==> config.mk <==
export PLATFORM = sky130hd
export DESIGN_NAME = grid_factor_split
export DESIGN_NICKNAME = d
export VERILOG_FILES = /design/src/sv/gfs_pkg.sv /design/src/sv/gfs_cdiv.sv /design/src/sv/grid_factor_split.sv
export SDC_FILE = /design/constraint.sdc
export NUM_CORES = 2
export LEC_CHECK = 0
export BUFFER_PORTS_ARGS = -buffer_cell sky130_fd_sc_hd__buf_2
export CORE_MARGIN = 2
export CORE_UTILIZATION = 45
export CTS_CLUSTER_DIAMETER = 120
export DETAILED_ROUTE_END_ITERATION = 6
export HOLD_SLACK_MARGIN = 0.02
export PLACE_DENSITY = 0.64
export SLEW_MARGIN = 20
export SYNTH_ARGS = -nofsm -noshare
export SYNTH_HDL_FRONTEND = slang
export SYNTH_SLANG_ARGS = --single-unit
export TNS_END_PERCENT = 20
==> constraint.sdc <==
create_clock -name clk -period 11.1 [get_ports clk]
set_clock_uncertainty 0.2 [all_clocks]
set_input_delay 2.775 -clock clk [delete_from_list [all_inputs] [get_ports clk]]
set_output_delay 2.775 -clock clk [all_outputs]
set_load 0.02 [all_outputs]
==> src/sv/gfs_pkg.sv <==
// ---------------------------------------------------------------------------
// gfs_pkg
// Widths, microcode format and control store of the grid factor splitter.
// ---------------------------------------------------------------------------
package gfs_pkg;

	localparam int unsigned GFS_COUNT_WIDTH = 24;
	localparam int unsigned FIRST_W         = 13;
	localparam int unsigned SECOND_W        = 24;

	localparam int unsigned GFS_DIV3 = 3;
	localparam int unsigned GFS_DIV5 = 5;

	typedef logic [3:0] step_t;

	localparam step_t ST_IDLE  = 4'd0;
	localparam step_t ST_SQRT  = 4'd1;
	localparam step_t ST_SQCHK = 4'd2;
	localparam step_t ST_HALVE = 4'd3;
	localparam step_t ST_MUL3  = 4'd4;
	localparam step_t ST_CHK3  = 4'd5;
	localparam step_t ST_MUL5  = 4'd6;
	localparam step_t ST_CHK5  = 4'd7;
	localparam step_t ST_PREM  = 4'd8;
	localparam step_t ST_PL5   = 4'd9;
	localparam step_t ST_PL3   = 4'd10;
	localparam step_t ST_PL2   = 4'd11;
	localparam step_t ST_DONE  = 4'd12;

	typedef enum logic [3:0] {
		OP_NOP,
		OP_SQRT,
		OP_SQCHK,
		OP_HALVE,
		OP_DMUL,
		OP_DCHK,
		OP_PREM,
		OP_PLACE,
		OP_DONE
	} op_t;

	typedef enum logic [2:0] {
		C_NEXT,
		C_ALWAYS,
		C_BITS,
		C_SQUARE,
		C_EVEN,
		C_DIV,
		C_CNT
	} cond_t;

	typedef enum logic [1:0] {
		FAC_2,
		FAC_3,
		FAC_5
	} fac_t;

	typedef struct packed {
		op_t   op;
		cond_t cond;
		step_t target;
		fac_t  fac;
	} uword_t;

	// control store: jump to target when cond holds, else fall through
	function automatic uword_t gfs_ucode(input step_t step);
		uword_t w;
		case (step)
			ST_IDLE:  w = '{OP_NOP,   C_NEXT,   ST_IDLE,  FAC_2};
			ST_SQRT:  w = '{OP_SQRT,  C_BITS,   ST_SQRT,  FAC_2};
			ST_SQCHK: w = '{OP_SQCHK, C_SQUARE, ST_DONE,  FAC_2};
			ST_HALVE: w = '{OP_HALVE, C_EVEN,   ST_HALVE, FAC_2};
			ST_MUL3:  w = '{OP_DMUL,  C_NEXT,   ST_IDLE,  FAC_3};
			ST_CHK3:  w = '{OP_DCHK,  C_DIV,    ST_MUL3,  FAC_3};
			ST_MUL5:  w = '{OP_DMUL,  C_NEXT,   ST_IDLE,  FAC_5};
			ST_CHK5:  w = '{OP_DCHK,  C_DIV,    ST_MUL5,  FAC_5};
			ST_PREM:  w = '{OP_PREM,  C_NEXT,   ST_IDLE,  FAC_2};
			ST_PL5:   w = '{OP_PLACE, C_CNT,    ST_PL5,   FAC_5};
			ST_PL3:   w = '{OP_PLACE, C_CNT,    ST_PL3,   FAC_3};
			ST_PL2:   w = '{OP_PLACE, C_CNT,    ST_PL2,   FAC_2};
			ST_DONE:  w = '{OP_DONE,  C_ALWAYS, ST_IDLE,  FAC_2};
			default:  w = '{OP_NOP,   C_ALWAYS, ST_IDLE,  FAC_2};
		endcase
		return w;
	endfunction

endpackage

==> src/sv/gfs_cdiv.sv <==
// ---------------------------------------------------------------------------
// gfs_cdiv
// Trial division by 3 or 5: registered reciprocal multiply, then one
// remainder correction.
// ---------------------------------------------------------------------------
module gfs_cdiv import gfs_pkg::*; #(
	parameter int unsigned COUNT_WIDTH = GFS_COUNT_WIDTH
) (
	input  logic                   clk,
	input  logic [COUNT_WIDTH-1:0] n,
	input  fac_t                   fac,
	output logic [COUNT_WIDTH-1:0] q,
	output logic                   divisible
);

	localparam int unsigned MW = COUNT_WIDTH - 1;
	localparam int unsigned PW = COUNT_WIDTH + MW;
	localparam longint unsigned RECIP3 = (64'd1 << COUNT_WIDTH) / GFS_DIV3;
	localparam longint unsigned RECIP5 = (64'd1 << COUNT_WIDTH) / GFS_DIV5;

	logic [MW-1:0]          recip;
	logic [PW-1:0]          prod_s1;
	logic [COUNT_WIDTH-1:0] q_est;
	logic [COUNT_WIDTH-1:0] q_mul;
	logic [COUNT_WIDTH-1:0] rem;
	logic [COUNT_WIDTH-1:0] dval;
	logic                   rem_hi;

	always_comb begin
		case (fac)
			FAC_5:   begin recip = MW'(RECIP5); dval = COUNT_WIDTH'(GFS_DIV5); end
			default: begin recip = MW'(RECIP3); dval = COUNT_WIDTH'(GFS_DIV3); end
		endcase
	end

	always_ff @(posedge clk) begin
		prod_s1 <= PW'(n) * PW'(recip);
	end

	// estimate is floor(n/d) or one below it
	assign q_est = COUNT_WIDTH'(prod_s1[PW-1:COUNT_WIDTH]);

	always_comb begin
		case (fac)
			FAC_5:   q_mul = (q_est << 2) + q_est;
			default: q_mul = (q_est << 1) + q_est;
		endcase
	end

	assign rem       = n - q_mul;
	assign rem_hi    = (rem == dval);
	assign divisible = (rem == '0) || rem_hi;
	assign q         = q_est + COUNT_WIDTH'(rem_hi);

endmodule

==> src/sv/grid_factor_split.sv <==
// ---------------------------------------------------------------------------
// grid_factor_split
// Splits a count into two grid dimensions whose product is the count.
// ---------------------------------------------------------------------------
//
//  channel   | handshake              | payload
//  ----------+------------------------+---------------------------------
//  command   | start (in), busy (out) | count [COUNT_WIDTH-1:0]
//  result    | done (out, one cycle)  | dim_first [12:0], dim_second [23:0]
//
//  A transaction is accepted on a rising edge with start high and busy low.
//  The sequencer issues one control word per cycle: one root bit per step,
//  two steps per trial division by 3 or 5. A perfect square then goes
//  straight to the done step; any other count is halved, divided by 3 and
//  by 5, its leftover factor is taken, and the factors 5, 3, 2 are placed.
//  busy drops in the cycle done is shown, so the next command can go then.
//  arst_n clears the step counter and the strobe; no clearing pass.
//  The receiver cannot stall; done is a single-cycle strobe.
//
module grid_factor_split import gfs_pkg::*; #(
	parameter int unsigned COUNT_WIDTH = GFS_COUNT_WIDTH
) (
	input  logic                   clk,
	input  logic                   arst_n,
	input  logic                   start,
	input  logic [COUNT_WIDTH-1:0] count,
	output logic                   busy,
	output logic                   done,
	output logic [FIRST_W-1:0]     dim_first,
	output logic [SECOND_W-1:0]    dim_second
);

	localparam int unsigned CW    = COUNT_WIDTH;
	localparam int unsigned RW    = (CW + 1) / 2;     // root width
	localparam int unsigned BI_W  = $clog2(RW);       // root bit index
	localparam int unsigned CNT_W = $clog2(CW);       // factor multiplicity
	localparam int unsigned SQ_W  = 2 * RW;

	// sequencer
	step_t  pc_q;
	uword_t uw;
	logic   accept;
	logic   take;

	// datapath
	logic [CW-1:0]    n_q;
	logic [RW-1:0]    rt_q;
	logic [BI_W-1:0]  bi_q;
	logic [RW-1:0]    a_q;
	logic [CW-1:0]    b_q;
	logic [CNT_W-1:0] c2_q, c3_q, c5_q;
	logic [FIRST_W-1:0]  dim_first_q;
	logic [SECOND_W-1:0] dim_second_q;
	logic                done_q;

	logic [RW-1:0]    cand;
	logic [RW-1:0]    sq_op;
	logic [SQ_W-1:0]  sq;
	logic [SQ_W-1:0]  n_ext;
	logic             sq_le;
	logic             is_sq;
	logic             n_gt1;
	logic [CNT_W-1:0] cnt_sel;
	logic [RW+2:0]    a_x, a_f;
	logic [CW-1:0]    b_f;
	logic             a_fits;
	logic [CW-1:0]    div_q;
	logic             div_ok;

	assign uw     = gfs_ucode(pc_q);
	assign busy   = (pc_q != ST_IDLE);
	assign accept = start && !busy;

	// root trial: candidate squared against n; on the check step, root squared
	assign cand  = rt_q | (RW'(1) << bi_q);
	assign sq_op = (uw.op == OP_SQCHK) ? rt_q : cand;
	assign sq    = SQ_W'(sq_op) * SQ_W'(sq_op);
	assign n_ext = SQ_W'(n_q);
	assign sq_le = (sq <= n_ext);
	assign is_sq = (sq == n_ext);
	assign n_gt1 = (n_q > CW'(1));

	always_comb begin
		case (uw.fac)
			FAC_5:   cnt_sel = c5_q;
			FAC_3:   cnt_sel = c3_q;
			default: cnt_sel = c2_q;
		endcase
	end

	// constant-factor products for placement; b*f never exceeds the count
	assign a_x = (RW + 3)'(a_q);
	always_comb begin
		case (uw.fac)
			FAC_5:   begin a_f = (a_x << 2) + a_x; b_f = (b_q << 2) + b_q; end
			FAC_3:   begin a_f = (a_x << 1) + a_x; b_f = (b_q << 1) + b_q; end
			default: begin a_f = a_x << 1;         b_f = b_q << 1;         end
		endcase
	end
	assign a_fits = (a_f <= (RW + 3)'(rt_q));

	gfs_cdiv #(
		.COUNT_WIDTH(COUNT_WIDTH)
	) u_cdiv (
		.clk       (clk),
		.n         (n_q),
		.fac       (uw.fac),
		.q         (div_q),
		.divisible (div_ok)
	);

	// jump condition of the current control word
	always_comb begin
		case (uw.cond)
			C_ALWAYS: take = 1'b1;
			C_BITS:   take = (bi_q != '0);
			C_SQUARE: take = is_sq;
			C_EVEN:   take = n_gt1 && !n_q[0];
			C_DIV:    take = n_gt1 && div_ok;
			C_CNT:    take = (cnt_sel != '0);
			default:  take = 1'b0;
		endcase
	end

	always_ff @(posedge clk or negedge arst_n) begin
		if (!arst_n) begin
			pc_q   <= ST_IDLE;
			done_q <= 1'b0;
		end else begin
			done_q <= busy && (uw.op == OP_DONE);
			if (!busy) begin
				pc_q <= accept ? ST_SQRT : ST_IDLE;
			end else if (take) begin
				pc_q <= uw.target;
			end else begin
				pc_q <= pc_q + step_t'(1);
			end
		end
	end

	always_ff @(posedge clk) begin
		if (accept) begin
			n_q  <= count;
			rt_q <= '0;
			bi_q <= BI_W'(RW - 1);
			a_q  <= RW'(1);
			b_q  <= CW'(1);
			c2_q <= '0;
			c3_q <= '0;
			c5_q <= '0;
		end else if (busy) begin
			case (uw.op)
				OP_SQRT: begin
					if (sq_le) rt_q <= cand;
					if (bi_q != '0) bi_q <= bi_q - BI_W'(1);
				end
				OP_SQCHK: begin
					if (is_sq) begin
						a_q <= rt_q;
						b_q <= CW'(rt_q);
					end
				end
				OP_HALVE: begin
					if (n_gt1 && !n_q[0]) begin
						n_q  <= n_q >> 1;
						c2_q <= c2_q + CNT_W'(1);
					end
				end
				OP_DCHK: begin
					if (n_gt1 && div_ok) begin
						n_q <= div_q;
						if (uw.fac == FAC_5) c5_q <= c5_q + CNT_W'(1);
						else                 c3_q <= c3_q + CNT_W'(1);
					end
				end
				OP_PREM: begin
					// leftover factor: both dimensions are still 1 here
					if (n_gt1) begin
						if (n_q <= CW'(rt_q)) a_q <= RW'(n_q);
						else                  b_q <= n_q;
					end
				end
				OP_PLACE: begin
					if (cnt_sel != '0) begin
						if (a_fits) a_q <= RW'(a_f);
						else        b_q <= b_f;
						case (uw.fac)
							FAC_5:   c5_q <= c5_q - CNT_W'(1);
							FAC_3:   c3_q <= c3_q - CNT_W'(1);
							default: c2_q <= c2_q - CNT_W'(1);
						endcase
					end
				end
				OP_DONE: begin
					dim_first_q  <= FIRST_W'(a_q);
					dim_second_q <= SECOND_W'(b_q);
				end
				default: ;
			endcase
		end
	end

	assign done       = done_q;
	assign dim_first  = dim_first_q;
	assign dim_second = dim_second_q;

endmodule

[Yosys cells after proc, flatten, opt, wreduce, memory -nomap -nowiden]
Memories as Yosys holds them, arrays and structs flattened.
Cells that the tools add are included.
W data, S select, Z words.
Word-level totals
  memories kept: 1
  memory bits (read-only): 208
  register bits after elaboration: 179
  input port bits: 27
Memories
  (no name shown): depth 16, width 13, rd ports 1, clocked after memory_dff 0, wr ports 0, line gfs_pkg.sv:68  | case (step)
Cells by class
  add/subtract/negate cells: 16
  shift operators: 1
  multiply operators: 2
  reduce and logical (&&, ||, !) cells: 26
  equal/unequal tests: 33
  bitwise operators: 2
  multiplexer cells: 42
  order comparisons: 4
Operator list (count)
  $mux W24: 10
  $pmux W24 S2: 2
  $mux W12: 6
  $pmux W24 S3: 1
  $mux W5: 11
  $add A24 B23 Y24: 2
  $add A24 B24 Y24: 2
  $mul A24 B23 Y47: 1
  $pmux W5 S2: 4
  $pmux W12 S3: 1
  $pmux W15 S2: 1
  $ne A2 B2 Y1 const B: 13
  $add A23 B1 Y24: 1
  $eq A24 B24 Y1: 1
  $eq A24 B3 Y1: 1
  $gt A24 B1 Y1 const B: 1
  $le A24 B12 Y1: 1
  $le A24 B24 Y1: 1
  $logic_not A24 Y1: 1
  $mul A12 B12 Y24: 1
  $sub A24 B24 Y24: 1
  $mux W23: 1
  $add A14 B12 Y15: 1
  $add A5 B1 Y5 const B: 3
  other kinds (36): 58

[Logic depth before layout (Yosys ltp)]
An unclocked memory read counts as a cell.
  depth in word-level cells: 11
  mapped depth: 45

[Cells and area by module]
A second synthesis with hierarchy kept.
Second synthesis, totals
  cells, all modules: 3588
  area total of the unflattened synthesis: 31287.5 um^2
Modules (own cells, without submodules)
  gfs_cdiv: cells an instance 1786, times used 1, sequential area each 460.4 um^2, area each 16071.7 um^2
  grid_factor_split: cells an instance 1802, times used 1, sequential area each 3268.1 um^2, area each 15215.8 um^2

[Worst setup path before layout]
OpenSTA, ideal clock, no wires.
  path type: register -> register
  from: reg pc_q[2]
  to: reg b_q[18]
  period minus slack after synthesis: 9.172 ns
  library setup time: 0.070 ns
  slack: 1.928 ns
  cell stages (with the launch flop): 39
  path buffers: 1
  data required time: 10.830 ns
  arrival: 8.902 ns
  cells stage by stage: dfrtp_1 clkinv_1 ha_1 clkbuf_1 nor3_1 nor2_1 a21oi_1 inv_1 nand2_1 inv_1 fa_1 inv_1 fa_1 inv_1 fa_1 fa_1 inv_1 fa_1 (+3 left out) o2111ai_1 a31oi_1 nor2b_1 o21ai_0 a21oi_1 xor2_1 ha_1 nand4_1 nor4_1 nand2_1 inv_1 a21oi_1 a31oi_1 nand2_1 a21oi_1 nand2_1 or4_1 a21oi_1
Between the ends
  longest elaborated chain between the ends: 7
  elaborated cells on any way between the ends: 27
  those cells by class: 1 x mul; 1 x order compare; 11 x eq/ne; 7 x mux; 6 x reduce/logical; 1 x memory
Ends and longest elaborated chain
  start: declaration: line grid_factor_split.sv:40  | step_t pc_q;
  start signal: assignment: line grid_factor_split.sv:132  | pc_q <= accept ? ST_SQRT : ST_IDLE;
  start signal: assignment: line grid_factor_split.sv:134  | pc_q <= uw.target;
  start signal: assignment: line grid_factor_split.sv:136  | pc_q <= pc_q + step_t'(1);
  $mem_v2 Z16 W13
  $eq A4 B2 Y1: line grid_factor_split.sv:76, grid_factor_split.sv:152
  $mux W12: line grid_factor_split.sv:76  | assign sq_op = (uw.op == OP_SQCHK) ? rt_q : cand;
  $mul A12 B12 Y24: line grid_factor_split.sv:77  | assign sq = SQ_W'(sq_op) * SQ_W'(sq_op);
  $eq A24 B24 Y1: line grid_factor_split.sv:80  | assign is_sq = (sq == n_ext);
  $ne A2 B2 Y1 (no line)
  $reduce_and A7 Y1 (no line)
  end signal: assignment: line grid_factor_split.sv:160  | b_q <= CW'(rt_q);
  end signal: assignment: line grid_factor_split.sv:180  | else b_q <= n_q;
  end: declaration: line grid_factor_split.sv:50  | logic [CW-1:0] b_q;
Several ways; a longest one is shown, not always the timed one. The select of a mux whose other input is x is not followed.
A chain may end at the register's enable or synchronous reset.

[Worst setup path in the final report]
  from: reg pc_q[3]
  to: reg u_cdiv.prod_s1[46]
Between the ends
  longest elaborated chain between the ends: 4
Ends and longest elaborated chain
  $mem_v2 Z16 W13
  $eq A2 B2 Y1: line gfs_cdiv.sv:30  | case (fac)
  $mux W23: line gfs_cdiv.sv:30
  $mul A24 B23 Y47: line gfs_cdiv.sv:37  | prod_s1 <= PW'(n) * PW'(recip);
  end signal: assignment: line gfs_cdiv.sv:37
  end: declaration: line gfs_cdiv.sv:22  | logic [PW-1:0] prod_s1;
Every way passes these cells.

==> results.yml <==
run_status:
  run_status: "finished clean"
placement:
  gp_congestion: 0.932
  io_buffers: 64
  hpwl_mm: 72.3
  placed_area_sq_mm: 0.0321
grt:
  overflow: 0
  grt_pass1_vias: 24789
  track_usage_pct: 25.5
  grt_pass1_wl_mm: 139
  grt_max_degree: 80
  antenna_found_initial: 4
timing:
  relSlewSlack_pct: 35.6
  tns_ns: 0
  tightest_slew_ns: 0.956
  grt_setup_unrepaired: "no"
  finalSetupViolCount: 0
  drv_slew: 0
  finalCritPeriodShare_pct: 94.4
  finalCriticalPeriod_ns: 10.47
  hold_ws_ns: 0.284
  fmaxAchievable_mhz: 95.5
  finalHoldViolCount: 0
run:
  drv_cap: 0
setup_path:
  startpoint_type: "flip-flop"
  cp.arrival_ns: 10.69
  critPathMaxStageDelay_ns: 0.59
  crit_path_frequent_cell: "fa_1"
  crit_path_start: "pc_q[3]"
  path_class: "flip-flop to flip-flop"
  end_kind: "flip-flop"
  crit_slowest_cell: "dfrtp_1"
  path_max_fanout: 44
  crit_required_ns: 11.31
  timing.rr.start: "pc_q[3]"
synthesis:
  seq_area_frac_synth_pct: 12.2
  ys_ff_latch: 155
  synth_top_cell_area_share_pct: 25.4
  synth_ff_type: "dfxtp_1"
  synth-warning-count: 0
  synthArstFlopShare_pct: 3.23
  netlist_area_sq_mm: 0.0305
  synthTopCellsByArea: "fa_1 25%, ha_1 20%, inv_1 7.9%"
  netlist_instances: 3483
  yosysTopAreaCell: "fa_1"
  synth.distinct_cells: 85
  syn_avg_cell_area_sq_um: 8.75
  synth-edff-count: 60
route:
  drt-initial-drc-count: 1660
  wl_met1_mm: 38.8
  highest_layer: "met4"
  dr_wl_met2_mm: 39.8
  drc: 0
  vias: 24363
  wl_met3_mm: 4.75
  drt_wl_total_mm: 86.1
  viasPerCell: 5.47
  wl_per_cell_microns: 19.3
  drt-pass1-iter-count: 5
  antenna_left: 0
die:
  die_area_sq_mm: 0.0699
  die_x_microns: 264
  die_y_microns: 264
  io_pins: 66
  start_util_pct: 45.4
  row_count: 95
  core_sq_mm: 0.0672
hold_path:
  worstHoldStart: "c5_q[4]"
  hp-class: "flip-flop to flip-flop"
cells_and_area:
  drive_gt1_share_pct: 5.20
  fin_area_sq_mm: 0.0327
  final_cell_mix: "643 x inv_1, 482 x ha_1, 387 x fa_1"
  layout_commonest_cell: "inv_1"
  nFillCells: 6513
  final_nets: 4464
  syn_to_final_growth_pct: 7.17
  fin_util_pct: 48.7
clock_network:
  clockBufferDepth: 2
  cts_sinks: 155
  cts.clk_slew.worst_paths_ns: 0.07
  cts_buffers: 17
  post-cts-setup-buffers: 0
  htreeDepth: 4
  clock-root-buffer: "clkbuf_16"
  clock_latency_ns: 0.48
  ctsHoldBuffers: 0
  tritoncts: "done"
  cts_resized: 0
-- path summary, 6_finish.rpt --
check | depth (start not counted) | to | slack [ns]
max | 29 | u_cdiv.prod_s1[46] | 0.63
max in group asynchronous | 1 | pc_q[1] | 8.62
min reg2reg | 1 | c5_q[4] | 0.28
max reg2reg | 29 | u_cdiv.prod_s1[46] | 0.63
min | 1 | c5_q[4] | 0.28
min in group asynchronous | 1 | done | 1.92
-- layout make-up --
cell class	count	area (sq um)	share of cell area (%)
Inverter	646	2420	7.42
Tap cell	873	1090	3.34
Timing Repair Buffer	107	643	1.97
Antenna cell	4	10.0	0.0306
Clock buffer	21	482	1.47
Sequential cell	155	3730	11.4
Clock inverter	11	93.8	0.287
Multi-Input combinational cell	2640	24200	74.1
-- state kept, by name (all words and copies together), names as in the netlist, 5 cells and up --
| register | flops |
|---|---|
| n_ext | 24 |
| rt_q | 12 |
| dim_second | 24 |
| c5_q | 5 |
| c2_q | 5 |
| b_q | 24 |
| dim_first | 12 |
| a_q | 12 |
| u_cdiv.prod_s1 | 23 |
| c3_q | 5 |
-- through the flow --
stage	setup slack, ns	std cells
after floorplan	1.93	3532
after detailed placement	0.410	4421
after global routing	0.0477	4457
after global placement	0.666	4421
final	0.626	4457
after CTS	0.370	4453
-- per-layer routing --
metal | GRT usage, % | up-vias
met3 | 3.52 | 134
met5 | 0 | -
met2 | 42.1 | 684
met1 | 34.7 | 11733
li1 | - | 11812
met4 | 8.18 | 0
-- cells by family after synthesis --
logic type / after synthesis / share of synthesized area [%]
DFF: 155 / 12.2
buffers and inverters: 737 / 9.09
adders and majority gates: 870 / 45.2
xor gates and xnor gates: 174 / 5.00
and+or+nand+nor: 783 / 11.8
other: 2 / 0.0246
muxes: 34 / 1.12
AOI/OAI and AO/OA: 728 / 15.5
-- critical path, delay by kind of cell (launching register included) --
family / cells / cell delay, ns
flip-flops: 1 / 0.59
AO/OA/AOI/OAI: 11 / 2.80
AND/OR/NAND/NOR: 3 / 1.16
buffers and inverters: 5 / 1.19
adder cells (fa/ha/maj): 9 / 4.24
XOR/XNOR: 1 / 0.13
-- Yosys cell counts (8+ instances only) --
master and number:
fa_1 387, nor2_1 253, o21ai_1 8, a21oi_1 218, or4_1 10, nand2_1 225
nand3_1 58, a21o_1 82, o21a_1 22, or3_1 16, o31ai_1 14, o21bai_1 20
a221oi_1 21, xnor2_1 113, or2_2 21, nor3_1 67, mux2i_1 32, o211ai_1 12
a2111oi_0 11, clkbuf_1 81, a211oi_1 28, nor2b_1 34, a22o_1 15, nor4_1 17
a21boi_0 9, inv_1 643, dfxtp_1 90, o21ai_0 162, xor2_1 61, and3_1 26
edfxtp_1 60, nand4_1 15, a31oi_1 18, ha_1 483, nand2b_1 19
Power is left out: the tool's default activity adds up to more than one toggle a clock period on the data nets, which glitch-free logic cannot reach.
